<file path="config.mk">
export PLATFORM = sky130hd
export DESIGN_NAME = handle_pool_allocator_unit
export DESIGN_NICKNAME = d
export VERILOG_FILES = /design/src/hdl/hpa_pkg.sv /design/src/hdl/hpa_datapath.sv /design/src/hdl/hpa_ctrl.sv /design/src/hdl/handle_pool_allocator_unit.sv
export SDC_FILE = /design/constraint.sdc
export NUM_CORES = 1
export LEC_CHECK = 0
export ABC_AREA = 1
export BUFFER_PORTS_ARGS = -buffer_cell sky130_fd_sc_hd__buf_2
export CAP_MARGIN = 40
export CORE_UTILIZATION = 40
export CTS_BUF_LIST = sky130_fd_sc_hd__clkbuf_16
export CTS_CLUSTER_DIAMETER = 100
export DETAILED_ROUTE_END_ITERATION = 10
export PLACE_DENSITY = 0.64
export SLEW_MARGIN = 20
export SYNTH_ARGS = -nofsm -noshare
export SYNTH_HDL_FRONTEND = slang
export SYNTH_SLANG_ARGS = --single-unit
</file>
<file path="constraint.sdc">
create_clock -name clk_i -period 2.66 [get_ports clk_i]
set_clock_uncertainty 0.05 [all_clocks]
set_input_delay 0.133 -clock clk_i [delete_from_list [all_inputs] [get_ports clk_i]]
set_output_delay 0.133 -clock clk_i [all_outputs]
set_load 0.01 [all_outputs]
</file>
<file path="src/hdl/hpa_pkg.sv">
// Shared types and codes of the handle pool allocator.
package hpa_pkg;

  localparam int unsigned HANDLE_W = 4;
  localparam int unsigned STATUS_W = 2;

  localparam logic FUNC_ALLOC   = 1'b0;
  localparam logic FUNC_RELEASE = 1'b1;

  localparam logic [STATUS_W-1:0] STATUS_OK     = 2'd0;
  localparam logic [STATUS_W-1:0] STATUS_EMPTY  = 2'd1;
  localparam logic [STATUS_W-1:0] STATUS_BAD    = 2'd2;

  // Commands from the controller to the datapath.
  typedef struct packed {
    logic load_req;  // capture the request fields
    logic commit;    // update pool state and load the result register
  } cmd_t;

endpackage

</file>
<file path="src/hdl/hpa_datapath.sv">
// Datapath of the handle pool allocator: free ring, pointers, active bitmap, result register.
module hpa_datapath #(
  parameter int unsigned POOL_SIZE = 16
) (
  input  logic                                clk_i,
  input  logic                                rst_ni,
  input  hpa_pkg::cmd_t                       cmd_i,
  input  logic                                func_i,
  input  logic [hpa_pkg::HANDLE_W-1:0]        handle_i,
  output logic [hpa_pkg::STATUS_W-1:0]        status_o,
  output logic [hpa_pkg::HANDLE_W-1:0]        granted_handle_o
);

  localparam int unsigned IDX_W = $clog2(POOL_SIZE);
  localparam int unsigned CNT_W = $clog2(POOL_SIZE + 1);
  localparam int unsigned HW    = (IDX_W > hpa_pkg::HANDLE_W) ? IDX_W : hpa_pkg::HANDLE_W;
  localparam int unsigned CW    = HW + 1;

  // Ring storage; an entry never written reads as its own index.
  logic [IDX_W-1:0]     ring_q [POOL_SIZE];
  logic [POOL_SIZE-1:0] written_q;
  logic [POOL_SIZE-1:0] active_q;
  logic [IDX_W-1:0]     head_q;
  logic [IDX_W-1:0]     tail_q;
  logic [CNT_W-1:0]     count_q;

  logic [IDX_W-1:0]     rd_data_q;
  logic [IDX_W-1:0]     rd_idx_q;
  logic                 rd_written_q;

  logic                          func_q;
  logic [hpa_pkg::HANDLE_W-1:0]  handle_q;
  logic [hpa_pkg::STATUS_W-1:0]  status_q;
  logic [hpa_pkg::HANDLE_W-1:0]  granted_q;

  logic [IDX_W-1:0]              grant_idx;
  logic [IDX_W-1:0]              rel_idx;
  logic                          rel_in_range;
  logic                          alloc_ok;
  logic                          rel_ok;
  logic [hpa_pkg::STATUS_W-1:0]  status_d;
  logic [hpa_pkg::HANDLE_W-1:0]  granted_d;
  logic [IDX_W-1:0]              head_next;
  logic [IDX_W-1:0]              tail_next;

  assign grant_idx    = rd_written_q ? rd_data_q : rd_idx_q;
  assign rel_idx      = IDX_W'(handle_q);
  assign rel_in_range = CW'(handle_q) < CW'(POOL_SIZE);

  assign alloc_ok = (func_q == hpa_pkg::FUNC_ALLOC) && (count_q != '0);
  assign rel_ok   = (func_q == hpa_pkg::FUNC_RELEASE) && rel_in_range &&
                    active_q[rel_idx] && (count_q != CNT_W'(POOL_SIZE));

  assign head_next = (head_q == IDX_W'(POOL_SIZE - 1)) ? '0 : head_q + 1'b1;
  assign tail_next = (tail_q == IDX_W'(POOL_SIZE - 1)) ? '0 : tail_q + 1'b1;

  always_comb begin
    if (func_q == hpa_pkg::FUNC_ALLOC) begin
      status_d = alloc_ok ? hpa_pkg::STATUS_OK : hpa_pkg::STATUS_EMPTY;
    end else begin
      status_d = rel_ok ? hpa_pkg::STATUS_OK : hpa_pkg::STATUS_BAD;
    end
    granted_d = alloc_ok ? hpa_pkg::HANDLE_W'(grant_idx) : '0;
  end

  // Ring memory with a registered read of the head entry.
  always_ff @(posedge clk_i) begin
    if (cmd_i.commit && rel_ok) begin
      ring_q[tail_q] <= rel_idx;
    end
    rd_data_q    <= ring_q[head_q];
    rd_written_q <= written_q[head_q];
    rd_idx_q     <= head_q;
  end

  always_ff @(posedge clk_i) begin
    if (cmd_i.load_req) begin
      func_q   <= func_i;
      handle_q <= handle_i;
    end
    if (cmd_i.commit) begin
      status_q  <= status_d;
      granted_q <= granted_d;
    end
  end

  always_ff @(posedge clk_i or negedge rst_ni) begin
    if (!rst_ni) begin
      head_q    <= '0;
      tail_q    <= '0;
      count_q   <= CNT_W'(POOL_SIZE);
      active_q  <= '0;
      written_q <= '0;
    end else if (cmd_i.commit) begin
      if (alloc_ok) begin
        head_q              <= head_next;
        count_q             <= count_q - 1'b1;
        active_q[grant_idx] <= 1'b1;
      end else if (rel_ok) begin
        tail_q            <= tail_next;
        count_q           <= count_q + 1'b1;
        active_q[rel_idx] <= 1'b0;
        written_q[tail_q] <= 1'b1;
      end
    end
  end

  assign status_o         = status_q;
  assign granted_handle_o = granted_q;

endmodule

</file>
<file path="src/hdl/hpa_ctrl.sv">
// Controller of the handle pool allocator: request sequencing and result valid.
module hpa_ctrl (
  input  logic          clk_i,
  input  logic          rst_ni,
  input  logic          in_valid_i,
  output logic          in_ready_o,
  output logic          out_valid_o,
  input  logic          out_ready_i,
  output hpa_pkg::cmd_t cmd_o
);

  typedef enum logic {
    S_IDLE,
    S_EXEC
  } state_e;

  state_e state_q;
  logic   out_valid_q;
  logic   slot_free;

  // The result register is free when empty or being drained this cycle.
  assign slot_free = !out_valid_q || out_ready_i;

  assign in_ready_o      = (state_q == S_IDLE);
  assign cmd_o.load_req  = (state_q == S_IDLE) && in_valid_i;
  assign cmd_o.commit    = (state_q == S_EXEC) && slot_free;
  assign out_valid_o     = out_valid_q;

  always_ff @(posedge clk_i or negedge rst_ni) begin
    if (!rst_ni) begin
      state_q     <= S_IDLE;
      out_valid_q <= 1'b0;
    end else begin
      unique case (state_q)
        S_IDLE: begin
          if (in_valid_i) begin
            state_q <= S_EXEC;
          end
          if (out_ready_i) begin
            out_valid_q <= 1'b0;
          end
        end
        S_EXEC: begin
          if (slot_free) begin
            state_q     <= S_IDLE;
            out_valid_q <= 1'b1;
          end
        end
        default: begin
          state_q <= S_IDLE;
        end
      endcase
    end
  end

endmodule

</file>
<file path="src/hdl/handle_pool_allocator_unit.sv">
// Top level of the handle pool allocator.
//
// The block hands out handles 0 to POOL_SIZE-1 from a FIFO free list. A
// request with func_i low allocates: the oldest free handle is returned on
// granted_handle_o with status 0, or status 1 comes back when the pool is
// empty. A request with func_i high releases handle_i: if that handle is
// currently handed out it goes to the tail of the free list and status 0 is
// returned, otherwise status 2 reports a bad handle and nothing changes.
// granted_handle_o is zero on every result that is not a successful
// allocate. Every request produces exactly one result transfer. The free
// ring is read at the head pointer on the same edge that captures the
// request. The controller then waits in its execute state until the
// result register is free, decides and updates the pool as it loads
// that register, and goes back to idle; only in idle can it take the
// next request. That request is taken as soon as the controller is back
// in idle, even while the previous result still waits in the output
// register; a stalled output only holds the block once a second result
// is ready. After reset the free list holds the handles in ascending
// order and no clearing pass is needed, so the block accepts a request
// as soon as reset is released.
module handle_pool_allocator_unit #(
  parameter int unsigned POOL_SIZE = 16
) (
  input  logic                          clk_i,
  input  logic                          rst_ni,
  input  logic                          in_valid_i,
  output logic                          in_ready_o,
  input  logic                          func_i,
  input  logic [hpa_pkg::HANDLE_W-1:0]  handle_i,
  output logic                          out_valid_o,
  input  logic                          out_ready_i,
  output logic [hpa_pkg::STATUS_W-1:0]  status_o,
  output logic [hpa_pkg::HANDLE_W-1:0]  granted_handle_o
);

  // Command bundle from the sequencer to the datapath.
  hpa_pkg::cmd_t cmd;

  // The controller decides when a request is captured and when its result
  // is committed; it also owns the valid flag of the result register.
  hpa_ctrl u_ctrl (
    .clk_i       (clk_i),
    .rst_ni      (rst_ni),
    .in_valid_i  (in_valid_i),
    .in_ready_o  (in_ready_o),
    .out_valid_o (out_valid_o),
    .out_ready_i (out_ready_i),
    .cmd_o       (cmd)
  );

  // The datapath holds the free ring, its pointers and count, the bitmap of
  // handed-out handles and the result payload.
  hpa_datapath #(
    .POOL_SIZE (POOL_SIZE)
  ) u_datapath (
    .clk_i            (clk_i),
    .rst_ni           (rst_ni),
    .cmd_i            (cmd),
    .func_i           (func_i),
    .handle_i         (handle_i),
    .status_o         (status_o),
    .granted_handle_o (granted_handle_o)
  );

endmodule

</file>
==> tab_implementation.tex <==
\begin{tabular}{lr}
\hline
Metric & Value \\
\hline
\multicolumn{2}{l}{\textbf{Synth}} \\
Total standard cell area after synthesis & 6171 µm² \\
Synth area leader & sky130\_fd\_sc\_hd\_\_edfxtp\_1 \\
Most instantiated flip-flop cell in the synthesis netlist & sky130\_fd\_sc\_hd\_\_edfxtp\_1 \\
Yosys reg bits & 131 \\
Number of synthesized flops with an enable pin & 75 \\
Proportion of netlist area held by the largest area contributor & 36.50\% \\
Most common library cells after synthesis & sky130\_fd\_sc\_hd\_\_nand2\_1, sky130\_fd\_sc\_hd\_\_nor2\_1, sky130\_fd\_sc\_hd\_\_edfxtp\_1, sky130\_fd\_sc\_hd\_\_nand3\_1, sky130\_fd\_sc\_hd\_\_o21ai\_0 \\
Proportion of register bits with asynchronous set or reset after synthesis & 35.88\% \\
Sequential element share of the synthesized area & 58.50\% \\
Leading post-synthesis cells by cell area & sky130\_fd\_sc\_hd\_\_edfxtp\_1, sky130\_fd\_sc\_hd\_\_dfrtp\_1, sky130\_fd\_sc\_hd\_\_nand2\_1 \\
Instance count of the mapped netlist & 660 \\
Most common cell in the synthesized netlist & sky130\_fd\_sc\_hd\_\_nand2\_1 \\
Syn Area/Cell & $\sim$9.3 µm² \\
Total nets after synthesis & 678 \\
Count of unique library cells instantiated by Yosys & 34 \\
Syn. warnings & 0 \\
\multicolumn{2}{l}{\textbf{Routing}} \\
Post-detailed-route DRC marker count & 0 \\
Number of nets with antenna violations after detailed routing & 0 \\
Post-DR wirelength/cell & 16.29 µm \\
Number of vias after detailed routing & 4707 \\
Detail-routed via count per cell & 5.277 \\
Number of detailed-route iterations in the first pass & 6 \\
Post-Route WL & 14530 µm \\
Detailed Route Iter0 Violations & 530 \\
\multicolumn{2}{l}{\textbf{Die}} \\
Number of placement rows & 45 \\
Core area & 15150 µm² \\
Initial standard-cell utilization of the core & 40.74\% \\
Die outline area & 15930 µm² \\
Chip Width & around 130 µm \\
Top-Level Pins & 17 \\
Die Span Y & 126.2 µm \\
\multicolumn{2}{l}{\textbf{GRT}} \\
Antenna violations before repair & 0 \\
Overall routing resource usage & 19.43\% \\
Overflow left after global routing & 0 \\
Global-route wire length before repair & roughly 24000 µm \\
Maximum number of pins on one net before global-route repair & 47 \\
Vias in the first global route & 4603 \\
\multicolumn{2}{l}{\textbf{Final layout}} \\
Share of final-layout standard cells stronger than drive strength 1 & 12.93\% \\
Total number of nets in the final design & 709 \\
Diodes inserted & 0 \\
Area growth from synthesis to final layout & 15.55\% \\
Post-route core utilization & approximately 47\% \\
\multicolumn{2}{l}{\textbf{Power}} \\
Leakage power summed over all cells & 3.093 nW \\
Post-route total power & 0.004943 W \\
Power density over the cells & 693.2 nW/µm² \\
Maximum vdd drop & 391.9 µV \\
\multicolumn{2}{l}{\textbf{Setup path}} \\
Critical Path Sink Type & flop \\
Peak fanout along the critical path & 28 \\
Critical path data required time & 2.69 ns \\
Data arrival time of the worst path & 2.48 ns \\
Worst Setup Path Type & reg -> reg \\
Startpoint type of the worst setup path & flop \\
\multicolumn{2}{l}{\textbf{Placed design}} \\
Half-perimeter wire length after detailed placement & 10060 µm \\
Number of buffers inserted by port buffering & 16 \\
Post-placement worst setup slack & 0.2378 ns \\
Global placement routability congestion & 0.9154 \\
\multicolumn{2}{l}{\textbf{Clock network}} \\
Count of buffers added by post-CTS timing repair for setup & 0 \\
Clock Pin Slew Worst Setup and Hold Paths & approximately 0.06 ns \\
CTS tree & built \\
Clock tree sinks & approximately 130 \\
Number of buffers created by CTS & 17 \\
Longest Clk Path Bufs & 2 \\
CTS H-tree depth & 4 \\
Clock latency on the worst-skew pair & about 0.43 ns \\
Clock tree root driver cell & sky130\_fd\_sc\_hd\_\_clkbuf\_16 \\
\multicolumn{2}{l}{\textbf{Outcome}} \\
Run status & finished, final reports clean \\
\multicolumn{2}{l}{\textbf{Min path}} \\
Min-delay worst type & in -> async \\
\multicolumn{2}{l}{\textbf{Run}} \\
Total of max-cap violations & 0 \\
\multicolumn{2}{l}{\textbf{Timing}} \\
Clock period minus worst slack & 2.451 ns \\
Least-Margin Pin Slew & a little under 0.6 ns \\
Max-slew headroom at the worst pin & 60.45\% \\
Fmax & 407.9 MHz \\
Number of hold violations in the final report & 0 \\
Final worst-path setup slack & $\sim$0.21 ns \\
Final clock period utilization by the worst path & 92.15\% \\
Setup repair after global routing missed its margin & true \\
Final setup violation count & 0 \\
Pins Over Slew Limit & 0 \\
\hline
\end{tabular}
stage by stage:
stage	area (µm²)	setup TNS [ns]	instances	hold slack [ns]
floorplan	6171	0	660	-0.2126
global placement	6430	0	851	0.2244
detailed placement	6430	0	851	0.2337
CTS	7108	0	891	0.3210
global route	7131	-0.07762	892	0.04045
finish	7131	0	892	0.02516
flip-flops by register name, summed over array words and instances (netlist names):
register,cells
u_datapath.handle_q,4
u_datapath.ring_q,64
u_ctrl.out_valid_o,1
u_datapath.rd_idx_q,4
u_datapath.rd_written_q,1
u_datapath.rd_data_q,4
u_datapath.written_q,16
u_datapath.func_q,1
u_datapath.tail_q,4
u_datapath.granted_handle_o,4
u_datapath.count_q,5
u_datapath.head_q,4
u_datapath.active_q,16
u_datapath.status_o,2
u_ctrl.state_q,1
what timing repair did:
| item | CTS | global route |
|---|---|---|
| resized for setup | 0 | 1 |
| endpoints found under the hold margin | 40 | 0 |
| hold buffers | 8 | 0 |
| endpoints found under the setup margin | 0 | 8 |
final cells by class:
| class | instances | area [µm²] |
|---|---|---|
| fillers | 1379 | 8015 |
| flip-flops and latches | 131 | 3610 |
| multi-input cells | 440 | 2158 |
| clock buffers | 19 | 475.5 |
| repair buffers | 42 | 307.8 |
| well taps | 188 | 235.2 |
| inverters | 59 | 221.5 |
| clock inverters | 13 | 122.6 |
where the power goes:
group | total [W] | switching [W] | internal, W
clock | 0.00231 | 0.000901 | 0.00140
combinational | 0.000341 | 0.000256 | 0.0000850
sequential | 0.00230 | 0.0000416 | 0.00225
total | 0.00494 | 0.00120 | 0.00374
cells in the final DEF (no fill, tap or decap), types with 4 or more instances in the layout:
cell and count:
sky130_fd_sc_hd__dfxtp_1 9, sky130_fd_sc_hd__buf_2 16, sky130_fd_sc_hd__o21bai_2 7, sky130_fd_sc_hd__nand3_1 73, sky130_fd_sc_hd__o21ai_2 13, sky130_fd_sc_hd__clkbuf_16 19, sky130_fd_sc_hd__buf_4 17, sky130_fd_sc_hd__nand4_1 4
sky130_fd_sc_hd__clkinv_4 4, sky130_fd_sc_hd__o2111ai_1 4, sky130_fd_sc_hd__edfxtp_1 75, sky130_fd_sc_hd__dlygate4sd3_1 8, sky130_fd_sc_hd__o22ai_1 6, sky130_fd_sc_hd__inv_1 56, sky130_fd_sc_hd__ha_1 9, sky130_fd_sc_hd__dfrtp_1 46
sky130_fd_sc_hd__o21ai_0 56, sky130_fd_sc_hd__nand2_1 149, sky130_fd_sc_hd__nor2_1 79, sky130_fd_sc_hd__a21oi_1 21
worst paths after layout:
kind | cells after the start | slack, ns | start | to
max | 11 | 0.21 | u_datapath.handle_q[0]$_DFFE_PP_ | u_datapath.ring_q[11][3]$_DFFE_PP_
min | 2 | 0.03 | rst_ni | u_datapath.active_q[5]$_DFFE_PN0P_
max reg2reg | 11 | 0.21 | u_datapath.handle_q[0]$_DFFE_PP_ | u_datapath.ring_q[11][3]$_DFFE_PP_
min reg2reg | 2 | 0.40 | u_datapath.written_q[9]$_DFFE_PN0P_ | u_datapath.written_q[9]$_DFFE_PN0P_
max in group asynchronous | 4 | 1.86 | rst_ni | u_datapath.count_q[4]$_DFFE_PN1P_
min in group clk_i | 2 | 0.37 | handle_i[1] | u_datapath.handle_q[1]$_DFFE_PP_
worst max-delay path, stage by stage, from the launching register on:
cell,delay (ns)
sky130_fd_sc_hd__edfxtp_1,0.59
sky130_fd_sc_hd__inv_2,0.18
sky130_fd_sc_hd__nand2_1,0.08
sky130_fd_sc_hd__nand2_1,0.06
sky130_fd_sc_hd__nand2_1,0.05
sky130_fd_sc_hd__nand2_1,0.07
sky130_fd_sc_hd__nand2_1,0.04
sky130_fd_sc_hd__nand2_1,0.07
sky130_fd_sc_hd__inv_1,0.05
sky130_fd_sc_hd__nand2_2,0.07
sky130_fd_sc_hd__nand3_4,0.33
sky130_fd_sc_hd__nor2_1,0.45
kinds of logic (layout without fill, tap and decap cells):
logic type / after synthesis / after routing / share of synthesized area, %
simple gates: 309 / 309 / 20.74
flops: 131 / 131 / 58.50
compound gates: 119 / 119 / 11.94
buf+inv: 89 / 133 / 6.569
fa+ha+maj: 9 / 9 / 1.825
xor+xnor: 3 / 3 / 0.4259
layer usage:
metal | routed length (µm) | GRT usage, %
met2 | 6668 | 30.58
met4 | 287 | 8.150
met3 | 798 | 3.993
met1 | 6777 | 26.15
met5 | 0 | 0
No activity file was read; power rests on OpenSTA's default activity.
